==> config.mk <==
export PLATFORM = sky130hd
export DESIGN_NAME = ate_reduce
export DESIGN_NICKNAME = d
export VERILOG_FILES = /design/src/ate_pkg.sv /design/src/ate_reduce.sv
export SDC_FILE = /design/constraint.sdc
export NUM_CORES = 2
export LEC_CHECK = 0
export ABC_AREA = 1
export BUFFER_PORTS_ARGS = -buffer_cell sky130_fd_sc_hd__buf_2
export CORE_AREA = 4 4 503 505
export DETAILED_ROUTE_END_ITERATION = 8
export DIE_AREA = 0 0 507 509
export PLACE_DENSITY_LB_ADDON = 0.08
export SYNTH_ARGS = -nofsm -noshare
export SYNTH_HDL_FRONTEND = slang
export SYNTH_SLANG_ARGS = --single-unit
==> constraint.sdc <==
create_clock -name vclk -period 9.8
set_clock_uncertainty 0.1 [all_clocks]
set_input_delay 0 -clock vclk [all_inputs]
set_output_delay 0 -clock vclk [all_outputs]
set_load 0.05 [all_outputs]
==> src/ate_pkg.sv <==
// ---------------------------------------------------------------------------
// ate_pkg: shared types, codes and helpers of the affine transform engine
// Word and matrix types, operation codes and the saturation functions.
// ---------------------------------------------------------------------------
`default_nettype none

package ate_pkg;

    // word and matrix geometry
    localparam int WORD_W        = 32;
    localparam int PROD_W        = 2 * WORD_W;
    localparam int SUM_W         = WORD_W + 2;
    localparam int DIM           = 4;
    localparam int ELEMS         = DIM * DIM;
    localparam int FRAC_BITS_DEF = 16;

    // stream widths
    localparam int S_TDATA_W = 136;
    localparam int S_TUSER_W = 3;
    localparam int M_TDATA_W = 96;

    typedef logic signed [WORD_W-1:0] word_t;
    typedef logic signed [PROD_W-1:0] prod_t;
    typedef logic signed [SUM_W-1:0]  sum_t;
    typedef word_t [ELEMS-1:0]        mat_t;
    typedef word_t [DIM-1:0]          vec_t;
    typedef prod_t [ELEMS-1:0]        prod_mat_t;

    // operation codes carried in tuser
    typedef enum logic [2:0] {
        KIND_WR_CUR    = 3'd0,
        KIND_WR_OPR    = 3'd1,
        KIND_COMPOSE   = 3'd2,
        KIND_TRANSLATE = 3'd3,
        KIND_POINT     = 3'd4
    } kind_t;

    // one accepted input beat
    typedef struct packed {
        kind_t       kind;
        logic [1:0]  row;
        logic [1:0]  col;
        word_t       value;
        word_t       px;
        word_t       py;
        word_t       pz;
    } item_t;

    // control of the product stage
    typedef struct packed {
        kind_t       kind;
        logic [1:0]  row;
        logic        use_prod3;
    } bctl_t;

    localparam word_t WORD_MAX = word_t'({1'b0, {(WORD_W-1){1'b1}}});
    localparam word_t WORD_MIN = word_t'({1'b1, {(WORD_W-1){1'b0}}});

    // clamp a rounded product to the word range
    function automatic word_t sat_prod(input prod_t v);
        word_t r;
        if (v > prod_t'(WORD_MAX))
            r = WORD_MAX;
        else if (v < prod_t'(WORD_MIN))
            r = WORD_MIN;
        else
            r = v[WORD_W-1:0];
        return r;
    endfunction

    // clamp a four-term sum to the word range
    function automatic word_t sat_sum(input sum_t v);
        word_t r;
        if (v > sum_t'(WORD_MAX))
            r = WORD_MAX;
        else if (v < sum_t'(WORD_MIN))
            r = WORD_MIN;
        else
            r = v[WORD_W-1:0];
        return r;
    endfunction

endpackage

`default_nettype wire

==> src/ate_reduce.sv <==
// ---------------------------------------------------------------------------
// ate_reduce: rounding, saturation and column sums of the product array
// Rounds each product to nearest (ties up), saturates, adds four terms
// per column and saturates the total.
// ---------------------------------------------------------------------------
`default_nettype none

module ate_reduce
    import ate_pkg::*;
#(
    parameter int FRAC_BITS = FRAC_BITS_DEF
)
(
    input  wire prod_mat_t prod,
    input  wire vec_t      addend,
    input  wire bctl_t     ctl,
    output vec_t           sums
);

    localparam prod_t HALF = prod_t'(1) <<< (FRAC_BITS - 1);

    word_t rnd [ELEMS];
    sum_t  acc [DIM];

    // round and clamp every product
    always_comb
    begin
        for (int p = 0; p < ELEMS; p++)
        begin
            rnd[p] = sat_prod((prod[p] + HALF) >>> FRAC_BITS);
        end
    end

    // column sums: fourth term is a product for compose, the row-3 entry otherwise
    always_comb
    begin
        for (int j = 0; j < DIM; j++)
        begin
            acc[j] = sum_t'(rnd[j]) + sum_t'(rnd[DIM + j]) + sum_t'(rnd[2*DIM + j])
                   + (ctl.use_prod3 ? sum_t'(rnd[3*DIM + j]) : sum_t'(addend[j]));
            sums[j] = sat_sum(acc[j]);
        end
    end

endmodule

`default_nettype wire

==> metrics.yaml <==
layout:
  stdcell_count: 13400
  nFlopsAndLatches: 0
  fin_nets: 11600
  synthToLayoutAreaGrowth_pct: 19.1
  clockBufferCount: 0
  postLayoutCoreUtil: 0.222
  drive_above_1_share: 0.142
  fill_cells: 30200
  ff_latch_area_sq_um: 0
  multiInputGateArea_sq_mm: 0.0408
worst_setup_path:
  cp_top_family: "simple AND/OR/NAND/NOR gates"
  cp.required_ns: 9.70
  crit_top_cell: "nand2_1"
  crit_cells: 31
  cp-end-kind: "primary output"
  crit_type: "in2out"
  crit_buf_inv: 3
  cp-start-kind: "input pin"
  cp_max_fo: 31
  critical-path-slowest-cell: "nand2_1"
  arrival_ns: 7.65
  slowest_delay_ns: 0.85
clock_tree:
  cts-hold-fix-buffers: 0
  post_cts_buffers: 0
  ctsResizeCount: 0
floorplan:
  num_rows: 183
  ios: 1286
  die_h_um: 509
  placeableCoreArea_sq_mm: 0.248
  start_util: 0.187
  dieArea_sq_mm: 0.258
  die_x_um: 507
synthesis:
  synth_top_area_cell: "nand2_1"
  syn_area_per_cell_sq_um: 5.10
  yosysTopAreaCellShare: 0.274
  netlist_area_sq_mm: 0.0464
  synth_top_family_by_area: "simple AND/OR/NAND/NOR gates"
  syn_inst: 9097
  synth_most_common_cell: "nand2_1"
  synth_nets: 10700
  synth_warnings: 0
  synth_simple_gate_area_frac: 0.576
  synthAdderAreaFrac: 0.152
  yosys.area_share.xor_xnor: 0.0839
  synth_compound_area_frac: 0.0667
  yosysUniqueCellTypes: 61
  ys_seq_area_frac: 0
  ys_top_cells_by_area: "nand2_1 (27%), fa_1 (11%), nor2_1 (11%)"
  ys_top_cells_by_count: "nand2_1 (3387), nor2_1 (1380), inv_1 (1220), nand3_1 (655), xor2_1 (340)"
  synthMuxAreaShare: 0
drt:
  drtPass1Iterations: 6
  ant_nets: 0
  vias_per_cell: 4.57
  wire_per_inst_um: 22.9
  drc: 0
  drt_iter0_markers: 4765
  totalWireLength_um: 307000
  dr_total_vias: 61300
timing:
  worstMarginPinSlew_ns: 1.15
  rsz0062_at_grt: "no"
  final_hold_viol_count: 0
  clock.fmax_mhz: 129
  finalCritPeriodShare: 0.791
  period_needed_ns: 7.75
  setup-violations-final: 0
  relSlewSlack: 0.229
  hold_slack_ns: 0.704
  report.final.slew_viol_count: 0
  finalSetupTns_ns: 0
placed_design:
  place.gp.congestion: 0.956
  dp.cells: 13400
  dpl.hpwl_um: 284000
  io_buffers: 1041
global_routing:
  grt_pass1_wl_um: 429000
  grt_overflow: 0
  grt_max_degree: 47
  antenna_found_initial: 169
  gr-usage-all-layers: 0.226
  grt_pass1_vias: 61300
run:
  max_cap_violations: 0
worst_hold_path:
  min_path_cells: 7
  hp-class: "in2out"
  min-delay-start: "addend[32]"
  whs_endpoint: "sums[32]"
run_status:
  status: "complete, no violations"
worst min-delay path: stages:
cell and delay, ns:
buf_2 0.10, nor2_1 0.04, nor2_1 0.11, ha_1 0.17, nand2_1 0.05, nand2_1 0.07, buf_2 0.26
cells in the final DEF, fill, tap and decap left out, types with 10 or more instances in the layout:
cell type | Yosys | routed
a211oi_1 | 15 | 15
buf_4 | 41 | 24
nor2_2 | 60 | 60
nand4_1 | 281 | 281
o21bai_1 | 33 | 33
nor3_1 | 253 | 253
xnor2_1 | 99 | 99
nand3_1 | 655 | 655
nor2_4 | 24 | 24
nand2_1 | 3387 | 3387
o21ai_2 | 8 | 10
inv_1 | 1220 | 1219
diode_2 | 0 | 66
a21o_1 | 33 | 33
ha_1 | 148 | 148
fa_1 | 260 | 260
xor2_1 | 340 | 340
nor2_1 | 1380 | 1380
inv_2 | 25 | 26
nand3b_1 | 18 | 18
a21oi_1 | 254 | 254
buf_2 | 59 | 1040
nand2_2 | 36 | 36
o21ai_0 | 157 | 157
nor3_2 | 22 | 22
or2_2 | 153 | 153
o21ai_1 | 29 | 27
layer usage:
layer	vias up	part of all wire	GRT usage
met3	330	0.052	0.0206
met1	28700	0.44	0.299
met5	-	0.00081	0
met2	1833	0.48	0.396
li1	30400	-	-
met4	42	0.027	0.0498
cell type report:
class | count | share of cell area
multi-input cells | 7709 | 0.739
repair buffers | 1065 | 0.0978
inverters | 1251 | 0.0851
well taps | 3330 | 0.0755
diodes | 66 | 0.00299
how the worst max path moves through the flow:
| stage | from | end | slack, ns |
|---|---|---|---|
| after CTS | prod[335] | sums[60] | 2.09 |
| after global routing | prod[79] | sums[44] | 1.37 |
| after global placement | prod[79] | sums[32] | 2.09 |
| final | prod[79] | sums[37] | 2.05 |
| after detailed placement | prod[335] | sums[37] | 2.10 |
| after floorplan | prod[143] | sums[72] | 3.99 |
per-stage QoR:
| step | area [sq um] | worst slack [ns] |
|---|---|---|
| finish | 55200 | 2.05 |
| global route | 55100 | 1.37 |
| CTS | 55000 | 2.09 |
| detailed placement | 55000 | 2.10 |
| global placement | 55000 | 2.09 |
| floorplan | 46400 | 3.99 |
cells by family after synthesis:
family | Yosys count
fa+ha+maj | 408
simple gates | 6308
buf+inv | 1388
xor+xnor | 441
compound gates | 552
